## config.mk

```make
export PLATFORM = sky130hd
export DESIGN_NAME = waveform_column_plotter
export DESIGN_NICKNAME = d
export VERILOG_FILES = /design/src/wcp_pkg.sv /design/src/wcp_compute.sv /design/src/wcp_emitter.sv /design/src/waveform_column_plotter.sv
export SDC_FILE = /design/constraint.sdc
export NUM_CORES = 1
export LEC_CHECK = 0
export ABC_AREA = 1
export BUFFER_PORTS_ARGS = -buffer_cell sky130_fd_sc_hd__buf_2
export CAP_MARGIN = 20
export CORE_MARGIN = 4
export CORE_UTILIZATION = 54
export DETAILED_ROUTE_END_ITERATION = 8
export GPL_ROUTABILITY_DRIVEN = 1
export PLACE_DENSITY = 0.77
export SYNTH_ARGS = -nofsm -noshare
export SYNTH_HDL_FRONTEND = slang
export SYNTH_HIERARCHICAL = 1
export SYNTH_SLANG_ARGS = --single-unit
```

## constraint.sdc

```tcl
create_clock -name clk -period 3.8 [get_ports clk]
set_clock_uncertainty 0.2 [all_clocks]
set_input_delay 0.76 -clock clk [delete_from_list [all_inputs] [get_ports clk]]
set_output_delay 0.76 -clock clk [all_outputs]
set_load 0.1 [all_outputs]
```

## src/wcp_pkg.sv

```systemverilog
// ----------------------------------------------------------------------------
// wcp_pkg
// Shared types and constants for the waveform column plotter.
// ----------------------------------------------------------------------------
package wcp_pkg;

    typedef enum logic [1:0] {
        OP_CLEAR = 2'd0,
        OP_PIXEL = 2'd1,
        OP_SPAN  = 2'd2
    } op_kind_t;

    // One draw command as it leaves the block.
    typedef struct packed {
        op_kind_t    op_kind;
        logic [7:0]  column;
        logic [6:0]  row_first;
        logic [6:0]  row_last;
        logic [15:0] draw_color;
        logic        last;
    } result_t;

    // Hand-off of one computed item from the input register to the emitter.
    typedef struct packed {
        logic load;
        logic two;
    } load_ctrl_t;

    localparam int CFG_INDEX_W = 2;
    localparam logic [CFG_INDEX_W-1:0] REG_LINE_MODE     = 2'd0;
    localparam logic [CFG_INDEX_W-1:0] REG_QUARTER_SCALE = 2'd1;
    localparam logic [CFG_INDEX_W-1:0] REG_PIXEL_COLOR   = 2'd2;

    localparam logic [15:0] COLOR_RESET = 16'hFFFF;
    localparam logic [15:0] COLOR_BLACK = 16'h0000;

endpackage

```

## src/wcp_compute.sv

```systemverilog
// ----------------------------------------------------------------------------
// wcp_compute
// Maps one sample to a screen row and builds the one or two draw commands
// it causes, together with the next column and row state.
// ----------------------------------------------------------------------------
module wcp_compute #(
    parameter int COLUMNS = 160,
    parameter int ROWS    = 80,
    parameter int COL_W   = $clog2(COLUMNS),
    parameter int ROW_W   = $clog2(ROWS)
) (
    input  logic [7:0]       sample_value,
    input  logic             line_mode,
    input  logic             quarter_scale,
    input  logic [15:0]      pixel_color,
    input  logic [COL_W-1:0] column_count,
    input  logic [ROW_W-1:0] previous_row,
    output wcp_pkg::result_t first_result,
    output wcp_pkg::result_t second_result,
    output logic             two_results,
    output logic [COL_W-1:0] column_count_next,
    output logic [ROW_W-1:0] previous_row_next
);
    import wcp_pkg::*;

    localparam logic [7:0]       TOP_VALUE = 8'(ROWS - 1);
    localparam logic [COL_W-1:0] LAST_COL  = COL_W'(COLUMNS - 1);

    logic [7:0]       scaled;
    logic [7:0]       clamped;
    logic [ROW_W-1:0] row;
    logic [ROW_W-1:0] row_lo;
    logic [ROW_W-1:0] row_hi;
    logic [ROW_W-1:0] span_first;
    logic [ROW_W-1:0] span_last;
    logic [COL_W-1:0] prev_col;
    logic             frame_start;
    logic             need_span;
    logic [ROW_W+6:0] row_wide;
    logic [ROW_W+6:0] span_first_wide;
    logic [ROW_W+6:0] span_last_wide;
    logic [COL_W+7:0] col_wide;
    logic [COL_W+7:0] prev_col_wide;
    result_t          clear_res;
    result_t          pixel_res;
    result_t          span_res;

    always_comb
    begin
        scaled  = quarter_scale ? {2'b00, sample_value[7:2]} : sample_value;
        clamped = (scaled > TOP_VALUE) ? TOP_VALUE : scaled;
        row     = ROW_W'(TOP_VALUE - clamped);

        frame_start = (column_count == '0);
        prev_col    = column_count - COL_W'(1);

        row_lo     = (row < previous_row) ? row : previous_row;
        row_hi     = (row < previous_row) ? previous_row : row;
        need_span  = ((row_hi - row_lo) > ROW_W'(1));
        span_first = row_lo + ROW_W'(1);
        span_last  = row_hi - ROW_W'(1);

        // Fields are cut or padded to the fixed output widths.
        row_wide        = {7'b0, row};
        span_first_wide = {7'b0, span_first};
        span_last_wide  = {7'b0, span_last};
        col_wide        = {8'b0, column_count};
        prev_col_wide   = {8'b0, prev_col};

        clear_res = '{op_kind: OP_CLEAR, column: 8'd0, row_first: 7'd0,
                      row_last: 7'd0, draw_color: COLOR_BLACK, last: 1'b0};
        pixel_res = '{op_kind: OP_PIXEL, column: col_wide[7:0],
                      row_first: row_wide[6:0], row_last: row_wide[6:0],
                      draw_color: pixel_color, last: 1'b1};
        span_res  = '{op_kind: OP_SPAN, column: prev_col_wide[7:0],
                      row_first: span_first_wide[6:0],
                      row_last: span_last_wide[6:0],
                      draw_color: pixel_color, last: 1'b0};

        if (frame_start)
        begin
            first_result  = clear_res;
            second_result = pixel_res;
            two_results   = !line_mode;
            if (line_mode)
            begin
                first_result.last = 1'b1;
            end
        end
        else if (line_mode && need_span)
        begin
            first_result  = span_res;
            second_result = pixel_res;
            two_results   = 1'b1;
        end
        else
        begin
            first_result  = pixel_res;
            second_result = pixel_res;
            two_results   = 1'b0;
        end

        previous_row_next = row;
        column_count_next = (column_count == LAST_COL) ? '0 : column_count + COL_W'(1);
    end

endmodule

```

## src/wcp_emitter.sv

```systemverilog
// ----------------------------------------------------------------------------
// wcp_emitter
// Two-slot result buffer that presents the draw commands of one item in
// order on the output channel.
// ----------------------------------------------------------------------------
module wcp_emitter (
    input  logic                clk,
    input  logic                rst_n,
    input  wcp_pkg::load_ctrl_t ctrl,
    input  wcp_pkg::result_t    first_result,
    input  wcp_pkg::result_t    second_result,
    input  logic                result_stall,
    output wcp_pkg::result_t    head,
    output logic                head_valid,
    output logic                can_load
);
    import wcp_pkg::*;

    result_t cur_reg;
    result_t nxt_reg;
    logic    cur_valid_reg;
    logic    cur_valid_next;
    logic    nxt_valid_reg;
    logic    nxt_valid_next;
    logic    take;

    assign take       = cur_valid_reg && !result_stall;
    assign can_load   = !cur_valid_reg || (take && !nxt_valid_reg);
    assign head       = cur_reg;
    assign head_valid = cur_valid_reg;

    always_comb
    begin
        cur_valid_next = cur_valid_reg;
        nxt_valid_next = nxt_valid_reg;
        if (ctrl.load)
        begin
            cur_valid_next = 1'b1;
            nxt_valid_next = ctrl.two;
        end
        else if (take)
        begin
            cur_valid_next = nxt_valid_reg;
            nxt_valid_next = 1'b0;
        end
    end

    always_ff @(posedge clk or negedge rst_n)
    begin
        if (!rst_n)
        begin
            cur_valid_reg <= 1'b0;
            nxt_valid_reg <= 1'b0;
        end
        else
        begin
            cur_valid_reg <= cur_valid_next;
            nxt_valid_reg <= nxt_valid_next;
        end
    end

    always_ff @(posedge clk)
    begin
        if (ctrl.load)
        begin
            cur_reg <= first_result;
            nxt_reg <= second_result;
        end
        else if (take && nxt_valid_reg)
        begin
            cur_reg <= nxt_reg;
        end
    end

endmodule

```

## src/waveform_column_plotter.sv

```systemverilog
// ----------------------------------------------------------------------------
// waveform_column_plotter
// Turns a stream of samples into clear, pixel and vertical span commands
// for a column-by-column line plot.
// ----------------------------------------------------------------------------
// Usage:
//   Samples enter on sample_valid / sample_stall; an item is taken at an edge
//   where sample_valid is high and sample_stall is low. Draw commands leave
//   on result_valid / result_stall with the same rule, and last marks the
//   final command of each sample.
//   Configuration is written through cfg_valid / cfg_ready (always ready)
//   with cfg_index and cfg_data. The user must write it only while the
//   block is idle; the block itself does not enforce this. Each sample
//   is registered in the input register, then its commands in the result
//   buffer, which shows them. Throughput: one sample per cycle when it
//   yields one command and the receiver does not stall; a sample that
//   yields two keeps the next one in the input register until its second
//   command is shown, as the two-slot result buffer drains one command a cycle.
//   Reset clears the configuration to dot mode, full scale, white, and
//   starts a new frame at column 0 with previous row 0.
//   When the receiver stalls, the current command holds; one more sample
//   waits in the input register and then sample_stall rises.
// ----------------------------------------------------------------------------
module waveform_column_plotter #(
    parameter int COLUMNS = 160,
    parameter int ROWS    = 80
) (
    input  logic                               clk,
    input  logic                               rst_n,
    input  logic                               sample_valid,
    output logic                               sample_stall,
    input  logic [7:0]                         sample_value,
    output logic                               result_valid,
    input  logic                               result_stall,
    output wcp_pkg::op_kind_t                  op_kind,
    output logic [7:0]                         column,
    output logic [6:0]                         row_first,
    output logic [6:0]                         row_last,
    output logic [15:0]                        draw_color,
    output logic                               last,
    input  logic                               cfg_valid,
    output logic                               cfg_ready,
    input  logic [wcp_pkg::CFG_INDEX_W-1:0]    cfg_index,
    input  logic [15:0]                        cfg_data
);
    import wcp_pkg::*;

    localparam int COL_W = $clog2(COLUMNS);
    localparam int ROW_W = $clog2(ROWS);

    logic             line_mode_reg;
    logic             quarter_scale_reg;
    logic [15:0]      pixel_color_reg;
    logic [COL_W-1:0] column_count_reg;
    logic [COL_W-1:0] column_count_next;
    logic [ROW_W-1:0] previous_row_reg;
    logic [ROW_W-1:0] previous_row_next;
    logic             in_valid_reg;
    logic             in_valid_next;
    logic [7:0]       in_sample_reg;
    logic             accept;
    logic             can_load;
    load_ctrl_t       ctrl;
    result_t          first_result;
    result_t          second_result;
    result_t          head;
    logic             two_results;

    assign cfg_ready    = 1'b1;
    assign sample_stall = in_valid_reg && !can_load;
    assign accept       = sample_valid && !sample_stall;
    assign ctrl.load    = in_valid_reg && can_load;
    assign ctrl.two     = two_results;

    wcp_compute #(
        .COLUMNS (COLUMNS),
        .ROWS    (ROWS),
        .COL_W   (COL_W),
        .ROW_W   (ROW_W)
    ) u_compute (
        .sample_value      (in_sample_reg),
        .line_mode         (line_mode_reg),
        .quarter_scale     (quarter_scale_reg),
        .pixel_color       (pixel_color_reg),
        .column_count      (column_count_reg),
        .previous_row      (previous_row_reg),
        .first_result      (first_result),
        .second_result     (second_result),
        .two_results       (two_results),
        .column_count_next (column_count_next),
        .previous_row_next (previous_row_next)
    );

    wcp_emitter u_emitter (
        .clk           (clk),
        .rst_n         (rst_n),
        .ctrl          (ctrl),
        .first_result  (first_result),
        .second_result (second_result),
        .result_stall  (result_stall),
        .head          (head),
        .head_valid    (result_valid),
        .can_load      (can_load)
    );

    assign op_kind    = head.op_kind;
    assign column     = head.column;
    assign row_first  = head.row_first;
    assign row_last   = head.row_last;
    assign draw_color = head.draw_color;
    assign last       = head.last;

    always_comb
    begin
        in_valid_next = in_valid_reg;
        if (accept)
        begin
            in_valid_next = 1'b1;
        end
        else if (ctrl.load)
        begin
            in_valid_next = 1'b0;
        end
    end

    always_ff @(posedge clk or negedge rst_n)
    begin
        if (!rst_n)
        begin
            in_valid_reg      <= 1'b0;
            column_count_reg  <= '0;
            previous_row_reg  <= '0;
            line_mode_reg     <= 1'b0;
            quarter_scale_reg <= 1'b0;
            pixel_color_reg   <= COLOR_RESET;
        end
        else
        begin
            in_valid_reg <= in_valid_next;
            // Column and row state advance when the item moves to the buffer.
            if (ctrl.load)
            begin
                column_count_reg <= column_count_next;
                previous_row_reg <= previous_row_next;
            end
            if (cfg_valid && cfg_ready)
            begin
                case (cfg_index)
                    REG_LINE_MODE:     line_mode_reg     <= cfg_data[0];
                    REG_QUARTER_SCALE: quarter_scale_reg <= cfg_data[0];
                    REG_PIXEL_COLOR:   pixel_color_reg   <= cfg_data;
                    default:           ;
                endcase
            end
        end
    end

    always_ff @(posedge clk)
    begin
        if (accept)
        begin
            in_sample_reg <= sample_value;
        end
    end

    // The second command of a sample follows right after the first is taken.
    assert property (@(posedge clk) disable iff (!rst_n)
        (result_valid && !last && !result_stall) |=> result_valid)
        else $error("second command of a sample missing");

    // A clear always carries column zero, row zero and black.
    assert property (@(posedge clk) disable iff (!rst_n)
        (result_valid && op_kind == OP_CLEAR) |->
            (column == 8'd0 && row_first == 7'd0 && draw_color == COLOR_BLACK))
        else $error("clear command with nonzero fields");

    // A span is never the final command and always precedes a pixel.
    assert property (@(posedge clk) disable iff (!rst_n)
        (result_valid && op_kind == OP_SPAN) |-> !last)
        else $error("span marked as final command");

    // The emitter never takes a new item while the input register is empty.
    assert property (@(posedge clk) disable iff (!rst_n)
        ctrl.load |-> in_valid_reg)
        else $error("result buffer loaded without an item");

endmodule

```

==> metrics.csv, run 1 <==
metric;value;unit
track_usage;20.48;%
hold_viol;0;
cp_max_fo;8;
io_pins;75;
synth_common_cells;nand2_1 (296), edfxtp_1 (90), inv_1 (70);
slowest_stage;edfxtp_1;
die_width;122.0;µm
grt_pass1_vias;4963;
antenna_cells;0;
layout_setup_ws;-0.1648;ns
finalNetCount;942;
cts_tree;built;
start_kind;flip-flop;
wire_per_inst;13.64;µm
yosysMostFrequentCell;nand2_1;
drtPass1Iterations;5;
synthCells;809;
crit_path_max_incr_delay;0.42;ns
cts_max_level;4;
worst_pin_slew;1.087;ns
worstHoldPathType;flip-flop to flip-flop;
die_height;122.0;µm
antenna_found_initial;0;
fmax;252.2;MHz
endpoint_kind;flip-flop;
yosysSeqAreaShare;51.62;%
crit_required;3.77;ns
violations;negative setup slack;
min_period_over_period;104.3;%
cts_sinks;126;
synthTopCellsByArea;edfxtp_1 (39%), nand2_1 (16%), dfrtp_1 (7.1%);
core-area;12670;µm²
cts-root-buf;clkbuf_16;
vias_per_cell;4.955;
synth_top_cell_by_area;edfxtp_1;
place_hpwl;9.584;mm
grt_max_degree;73;
nFillCells;970;
grt_pass1_wl;23.72;mm
clkTransAtPathRegs;0.06;ns
synth_warnings;6;
ys.flop_type;edfxtp_1;
fp-row-count;41;
setup_viol;25;
port_buffers;73;
drc;0;
slew_viol_final;0;
yosysTopAreaCellShare;38.50;%
cts_buffers;17;
cap_violations;0;
critPathKind;flip-flop to flip-flop;
drive_gt1_share;31.87;%
ys_async_sr_fraction;28.57;%
arrival;3.93;ns
grt_overflow;0;
syn_area_per_cell;8.676;µm²
clk_latency;0.42;ns
gp_congestion;0.8568;
ys_seq_elements;126;
fin_crit;3.965;ns
area_growth;21.09;%
synth_cell_types;37;
synth_area;7019;µm²
drt_wl_total;14.76;mm
status;finished with violations;
vias;5361;
die_area;14890;µm²
synth_edf_count;90;
rsz0062_at_grt;yes;
whs;0.2704;ns
drtIter0Drc;416;
ant_nets;0;
start_util;55.40;%
clock_path_buffers;2;
relSlewSlack;27.51;%
[area by class of cell]
cell class	count	area [µm²]	share of cell area, %
multi-input cells	534	2796	32.90
clock inverters	14	212.7	2.503
repair buffers	138	897.1	10.55
clock buffers	18	439.2	5.167
inverters	80	314.1	3.695
well taps	172	215.2	2.532
flip-flops and latches	126	3625	42.65
[stage by stage]
step                setup TNS (ns)  utilization [%]  cell area (µm²)  std cells  setup slack (ns)
finish                      -3.388            67.08             8499       1082           -0.1648
CTS                         -1.724            65.98             8361       1076          -0.09262
detailed placement          -4.344            59.54             7545       1036           -0.3684
floorplan                  -0.4770                -             7109        810          -0.05626
global route                -9.465            67.08             8499       1082           -0.4167
global placement            -2.364            59.54             7545       1036           -0.2727
[per-layer routing]
| metal | vias up | track usage, % | wire length (µm) |
|---|---|---|---|
| met5 | - | 0 | 0 |
| met4 | 0 | 8.053 | 394 |
| met3 | 34 | 4.503 | 674 |
| met2 | 144 | 35.22 | 7475 |
| met1 | 2472 | 25.14 | 6217 |
| li1 | 2711 | - | - |
[cell families after synthesis]
kind of cell | share of synthesized area, %
compound gates | 1.533
xor+xnor | 2.246
fa+ha+maj | 2.496
buf+inv | 12.37
flops | 51.62
other cells | 0.1604
simple gates | 29.57
[what timing repair did]
item	4_1_cts	5_1_grt
gates cloned	1	0
pin swaps	31	16
endpoints found under the setup margin	26	26
buffers inserted	7	6
gates resized for setup	29	28
hold buffers	0	0
[placed cells by master, fill, tap and decap left out, drive strengths merged]
master	netlist	final
inv	80	81
nand3	53	53
or2	1	1
clkbuf	4	18
bufinv	0	5
dfrtp	20	20
nor3b	2	2
clkinv	0	7
o21ai	11	11
edfxtp	90	90
a21oi	6	6
xor2	12	12
dfstp	16	16
nor4	2	2
o211ai	1	1
clkinvlp	0	1
xnor2	6	6
and2	3	3
nor2	55	55
conb	3	4
nand3b	1	1
nor3	8	8
buf	67	138
ha	14	14
nand4	21	21
nand2	333	334
[path summary, 6_finish.rpt]
check | startpoint | endpoint | slack, ns | cells past startpoint
max | in_sample_reg[7] | u_emitter/head[36] | -0.16 | 27
min | pixel_color_reg[12] | pixel_color_reg[12] | 0.27 | 2
max reg2reg | in_sample_reg[7] | u_emitter/head[36] | -0.16 | 27
min reg2reg | pixel_color_reg[12] | pixel_color_reg[12] | 0.27 | 2
max in group asynchronous | rst_n | quarter_scale_reg | 2.47 | 1
min in group asynchronous | rst_n | previous_row_reg[5] | 0.28 | 1
[critical path, delay by kind of cell, from the launching register on]
family	cells	cell delay (ns)
simple gates	17	1.47
compound gates	2	0.48
flops	1	0.42
buf+inv	4	0.37
fa+ha+maj	3	0.60
xor+xnor	1	0.17
Power of run 1 is left out: the tool's default activity adds up to more than one toggle a clock period on the data nets, which glitch-free logic cannot reach.
==> run 2, diff against run 1 <==
--- a/config.mk
+++ b/config.mk
@@ -9,10 +9,11 @@
 export BUFFER_PORTS_ARGS = -buffer_cell sky130_fd_sc_hd__buf_2
 export CAP_MARGIN = 20
 export CORE_MARGIN = 4
-export CORE_UTILIZATION = 54
+export CORE_UTILIZATION = 55
+export CTS_BUF_LIST = sky130_fd_sc_hd__clkbuf_4 sky130_fd_sc_hd__clkbuf_8
 export DETAILED_ROUTE_END_ITERATION = 8
 export GPL_ROUTABILITY_DRIVEN = 1
-export PLACE_DENSITY = 0.77
+export PLACE_DENSITY = 0.78
 export SYNTH_ARGS = -nofsm -noshare
 export SYNTH_HDL_FRONTEND = slang
 export SYNTH_HIERARCHICAL = 1
==> constraint.sdc (replaced) <==
create_clock -name clk -period 3.8 [get_ports clk]
set_clock_uncertainty 0.2 [all_clocks]
set_input_delay 0.38 -clock clk [delete_from_list [all_inputs] [get_ports clk]]
set_output_delay 0.38 -clock clk [all_outputs]
set_load 0.1 [all_outputs]
==> metrics.csv, run 2 (synthesis results as in run 1) <==
metric;value;unit;change
layout_common_cells;nand2_1 (266), edfxtp_1 (90), buf_2 (73);;
port_buffers;73;;unchanged
min_period_over_period;106.5;%;+2.1 points
nFillCells;911;;-6.1%
grt_pass1_vias;5245;;+5.7%
vias;5681;;+6.0%
place_hpwl;9.211;mm;-3.9%
grt_overflow;0;;unchanged
die_height;121.0;µm;-0.85%
ant_nets;0;;unchanged
clk_latency;0.45;ns;+0.03 ns
grt_max_degree;100;;+37%
drtPass1Iterations;6;;+1
core-area;12570;µm²;-0.81%
io_pins;75;;unchanged
violations;negative setup slack;;
critPathKind;flip-flop to flip-flop;;
arrival;4.05;ns;+0.12 ns
drtIter0Drc;504;;+21%
crit_required;3.80;ns;+0.03 ns
start_kind;flip-flop;;
fin_tns_setup;-4.746;ns;-1.357 ns
die_width;121.0;µm;-0.85%
gp_congestion;0.8630;;+0.72%
finalNetCount;971;;+3.1%
status;finished with violations;;
slowest_stage;edfxtp_1;;
track_usage;21.06;%;+0.59 points
layout_setup_ws;-0.2457;ns;-0.08093 ns
worst_pin_slew;1.102;ns;+0.01482 ns
rsz0062_at_grt;yes;;
cts_max_level;4;;unchanged
fin_crit;4.046;ns;+0.08093 ns
endpoint_kind;flip-flop;;
stdcell_count;1112;;+2.8%
antenna_found_initial;0;;unchanged
drc;0;;unchanged
cts_buffers;17;;unchanged
wire_per_inst;14.08;µm;+3.2%
relSlewSlack;26.53;%;-0.99 points
final_common_cell;nand2_1;;
dp_cells;1040;;+0.39%
hold_viol;0;;unchanged
grt_pass1_wl;24.16;mm;+1.9%
clock_path_buffers;2;;unchanged
area_growth;22.48;%;
cts_sinks;126;;unchanged
drive_gt1_share;31.95;%;+0.081 points
slew_viol_final;0;;unchanged
cts_tree;built;;
clkTransAtPathRegs;0.07;ns;about the same
crit_path_max_incr_delay;0.42;ns;about the same
die_area;14630;µm²;-1.7%
cap_violations;0;;unchanged
drt_wl_total;15.65;mm;+6.0%
worstHoldPathType;input port to flip-flop;;
fp-row-count;41;;unchanged
fmax;247.2;MHz;-2.0%
setup_viol;26;;+4.0%
cp_common_cell;nand2_2;;
cp_max_fo;6;;-2
start_util;55.85;%;+0.45 points
vias_per_cell;5.109;;+3.1%
cts-root-buf;clkbuf_8;;
[run 2: cell types whose count changed in the layout (fill, tap and decap cells not counted), moves of 3 or more]
cell           previous run  this run
dlygate4sd3_1             0        26
nand2_1                 271       266
buf_12                    2         6
nand2_2                  54        57
clkbuf_16                17         1
clkbuf_8                  1        17
bufinv_16                 5         2
inv_2                     9        12
clkbuf_4                  0         4
[run 2: final timing paths]
path	end	slack, ns	depth (start not counted)	from
max	u_emitter/head[38]	-0.25	29	in_sample_reg[7]
max reg2reg	u_emitter/head[38]	-0.25	29	in_sample_reg[7]
max in group asynchronous	quarter_scale_reg	2.38	2	rst_n
min reg2reg	pixel_color_reg[0]	0.27	2	pixel_color_reg[0]
min	u_emitter/nxt_valid_reg	0.05	5	result_stall
min in group asynchronous	previous_row_reg[3]	0.40	2	rst_n
[run 2: worst max-delay path, delay by kind of cell (launching register included)]
family,cells,cell delay (ns)
xor gates and xnor gates,1,0.19
buffers and inverters,3,0.32
AOI/OAI and AO/OA,1,0.10
adders and majority gates,3,0.67
and+or+nand+nor,21,1.86
DFF,1,0.42
[run 2: per-layer routing]
metal | part of all wire [%] | GRT usage (%)
met5 | 0 | 0
met4 | 4.0 | 10.91
met3 | 5.6 | 5.455
met2 | 51 | 35.43
met1 | 39 | 24.83
[run 2: what timing repair did]
action,CTS,global route
endpoints found under the hold margin,46,0
hold buffers,26,0
pin swaps,10,30
resized for setup,13,52
buffers inserted,6,4
setup endpoints to repair,26,26
gates cloned,1,2
[run 2: layout make-up]
cell class	instances	area [µm²]	share of cell area, %
sequential	126	3625	42.16
multi-input combinational	534	2820	32.80
timing repair buffer	167	1244	14.47
inverter	80	309.0	3.595
clock buffer	21	264.0	3.071
tap	172	215.2	2.503
clock inverter	11	117.6	1.368
antenna	1	2.502	0.02911
[run 2: through the flow]
stage                     instance area, µm²  hold slack [ns]  util (%)  setup slack, ns
after floorplan                         7109          -0.1156         -         -0.05626
after global placement                  7600           0.2579     60.47          -0.1409
after detailed placement                7600           0.2604     60.47          -0.2456
after CTS                               8349          0.02615     66.43          -0.1264
after global routing                    8594          0.05229     68.38          -0.4686
final                                   8597          0.04970     68.40          -0.2457
Power of run 2 is left out for the same reason.
==> run 3, diff against run 2 <==
--- a/config.mk
+++ b/config.mk
@@ -5,15 +5,17 @@
 export SDC_FILE = /design/constraint.sdc
 export NUM_CORES = 1
 export LEC_CHECK = 0
-export ABC_AREA = 1
+export ABC_AREA = 0
 export BUFFER_PORTS_ARGS = -buffer_cell sky130_fd_sc_hd__buf_2
 export CAP_MARGIN = 20
+export CELL_PAD_IN_SITES_DETAIL_PLACEMENT = 0
+export CELL_PAD_IN_SITES_GLOBAL_PLACEMENT = 1
 export CORE_MARGIN = 4
-export CORE_UTILIZATION = 55
+export CORE_UTILIZATION = 45
 export CTS_BUF_LIST = sky130_fd_sc_hd__clkbuf_4 sky130_fd_sc_hd__clkbuf_8
 export DETAILED_ROUTE_END_ITERATION = 8
 export GPL_ROUTABILITY_DRIVEN = 1
-export PLACE_DENSITY = 0.78
+export PLACE_DENSITY_LB_ADDON = 0.05
 export SYNTH_ARGS = -nofsm -noshare
 export SYNTH_HDL_FRONTEND = slang
 export SYNTH_HIERARCHICAL = 1
==> metrics.csv, run 3 <==
metric;value;unit;change
fp-row-count;46;;+12%
place_hpwl;11.51;mm;+25%
grt_pass1_wl;26.97;mm;+12%
cts_max_level;4;;unchanged
arrival;4.81;ns;+0.76 ns
finalNetCount;784;;-19%
clk_latency;0.43;ns;-0.02 ns
crit_family;simple AND/OR/NAND/NOR gates;;
port_buffers;73;;unchanged
crit_chain;or4b_1 > and2_4 > ha_4 > xor2_4 > ha_4 > a21oi_4 > o21a_1 > nand3_2 > o21a_1 > ha_2 > inv_2 > o22ai_2 > or4_4 > o41ai_4 > a21oi_2 > o211ai_4 > and2_4 > nand4b_1 > mux2_4 > mux2_4;;
setup_viol;26;;unchanged
layout_setup_ws;-1.031;ns;-0.7856 ns
synthCells;597;;-26%
top_usage_layer;met2;;
drt_wl_total;16.65;mm;+6.4%
synth_cell_types;78;;+110%
drtIter0Drc;228;;-55%
yosysMostFrequentCell;edfxtp_1;;
cap_violations;0;;unchanged
met1_usage;25.74;%;+0.91 points
yosysTopAreaCellShare;37.02;%;-1.5 points
start_util;45.95;%;-9.9 points
ys_async_sr_fraction;28.57;%;unchanged
cts-root-buf;clkbuf_8;;
crit_path_max_incr_delay;0.51;ns;+0.09 ns
crit_required;3.78;ns;-0.02 ns
gp_congestion;0.8956;;+3.8%
synth_warnings;6;;unchanged
grt_max_degree;49;;-51%
grt_pass1_vias;5184;;-1.2%
status;finished with violations;;
crit_buf_inv;1;;-2
min_period_over_period;127.1;%;+21 points
pre_cts_ws;-1.038;ns;-0.7923 ns
io_pins;75;;unchanged
fmax;207.0;MHz;-16%
synth_edf_count;90;;unchanged
ant_nets;0;;unchanged
ys.flop_type;edfxtp_1;;
critPathKind;flip-flop to flip-flop;;
hold_viol;0;;unchanged
slew_viol_final;0;;unchanged
endpoint_kind;flip-flop;;
worst_pin_slew;0.9511;ns;-0.1510 ns
relSlewSlack;36.59;%;+10 points
yosysSeqAreaShare;49.64;%;-2.0 points
cts_tree;built;;
die_area;18320;µm²;+25%
clock_path_buffers;2;;unchanged
die_height;135.4;µm;+12%
fin_crit;4.831;ns;+0.7856 ns
whs;0.04045;ns;-0.009249 ns
antenna_found_initial;0;;unchanged
cts_sinks;126;;unchanged
die_width;135.4;µm;+12%
grt_overflow;0;;unchanged
cp_max_fo;5;;-1
worstHoldPathType;input port to flip-flop;;
fin_tns_setup;-22.74;ns;-18.00 ns
final_common_cell;edfxtp_1;;
rsz0062_at_grt;yes;;
track_usage;18.79;%;-2.3 points
slowest_stage;or4b_1;;
layout_common_cells;edfxtp_1 (90), buf_4 (86), buf_2 (73);;
use_met2;30.31;%;-5.1 points
synthTopCellsByArea;edfxtp_1 (37%), mux2_4 (9.7%), dfrtp_1 (6.9%);;
violations;negative setup slack;;
met3_usage;3.455;%;-2.0 points
core-area;15890;µm²;+26%
start_kind;flip-flop;;
cts_buffers;17;;unchanged
final_design_area_no_fill;9168;µm²;+6.6%
drive_gt1_share;48.80;%;+17 points
drc;0;;unchanged
wire_per_inst;17.18;µm;+22%
syn_area_per_cell;12.23;µm²;+41%
drtPass1Iterations;4;;-2
synth_common_cells;edfxtp_1 (90), mux2_4 (47), buf_4 (45);;
clkTransAtPathRegs;0.08;ns;about the same
ys_seq_elements;126;;unchanged
vias_per_cell;5.184;;+1.5%
placed_area;8204;µm²;+8.0%
vias;5023;;-12%
area_growth;25.59;%;
synth_area;7300;µm²;+4.0%
synth_top_cell_by_area;edfxtp_1;;
run 3: cell types whose count changed after synthesis, sizes merged, moves of 12 or more:
cell,before,now
nand2,333,28
nor2,55,43
nand4,21,6
and2,3,20
mux2,0,81
clkbuf,4,16
inv,80,20
a21oi,6,21
nand3,53,18
run 3: worst paths after layout:
check / start / end / slack [ns] / cells past startpoint
min in group asynchronous: rst_n / u_emitter/nxt_valid_reg / 0.45 / 2
worst max-delay path: quarter_scale_reg / u_emitter/head[37] / -1.03 / 20
worst max register to register: quarter_scale_reg / u_emitter/head[37] / -1.03 / 20
max in group asynchronous: rst_n / previous_row_reg[6] / 2.36 / 2
worst min-delay path: result_stall / u_emitter/nxt_valid_reg / 0.04 / 3
worst min register to register: pixel_color_reg[4] / u_emitter/nxt_reg[5] / 0.32 / 0
run 3: what timing repair did:
action                     in CTS  in global routing
hold endpoints to repair       46                  0
gates cloned                    1                  0
pin swaps                       9                  8
hold buffers                   26                  0
gates resized for setup        27                 25
buffers inserted                3                  4
setup endpoints to repair      26                 26
run 3: per-layer routing:
layer,vias up,part of all wire (%),wire [µm]
met1,2457,46,7638
met2,123,48,8043
li1,2425,-,-
met5,-,0,0
met3,18,4.4,736
met4,0,1.4,230
run 3: layout make-up:
class	count	area, µm²
well taps	216	270.3
clock inverters	12	183.9
inverters	23	93.84
repair buffers	193	1391
clock buffers	20	269.0
flip-flops and latches	126	3623
diodes	1	2.502
multi-input cells	378	3333
fillers	1337	6718
run 3: kinds of logic after synthesis:
logic type / Yosys count / synth area share (%)
AOI/OAI and AO/OA: 97 / 10.30
xor gates and xnor gates: 11 / 1.320
adders and majority gates: 14 / 2.400
buffers and inverters: 95 / 8.673
DFF: 126 / 49.64
muxes: 86 / 15.60
other: 3 / 0.1543
and+or+nand+nor: 165 / 11.91
run 3: worst register-to-register path, stage by stage (launching register included):
cell and delay [ns]:
dfrtp_1 0.38, or4b_1 0.51, and2_4 0.19, ha_4 0.17, xor2_4 0.16, ha_4 0.26
a21oi_4 0.16, o21a_1 0.16, nand3_2 0.08, o21a_1 0.18, ha_2 0.18, inv_2 0.05
o22ai_2 0.04, or4_4 0.44, o41ai_4 0.08, a21oi_2 0.12, o211ai_4 0.24, and2_4 0.23
nand4b_1 0.15, mux2_4 0.34, mux2_4 0.25
run 3: per-stage QoR:
step | cells | util (%)
5_1_grt | 968 | 57.70
6_report | 969 | 57.71
2_1_floorplan | 598 | -
4_1_cts | 964 | 56.92
3_3_place_gp | 902 | 51.65
3_5_place_dp | 902 | 51.65
Power of run 3 is left out for the same reason.
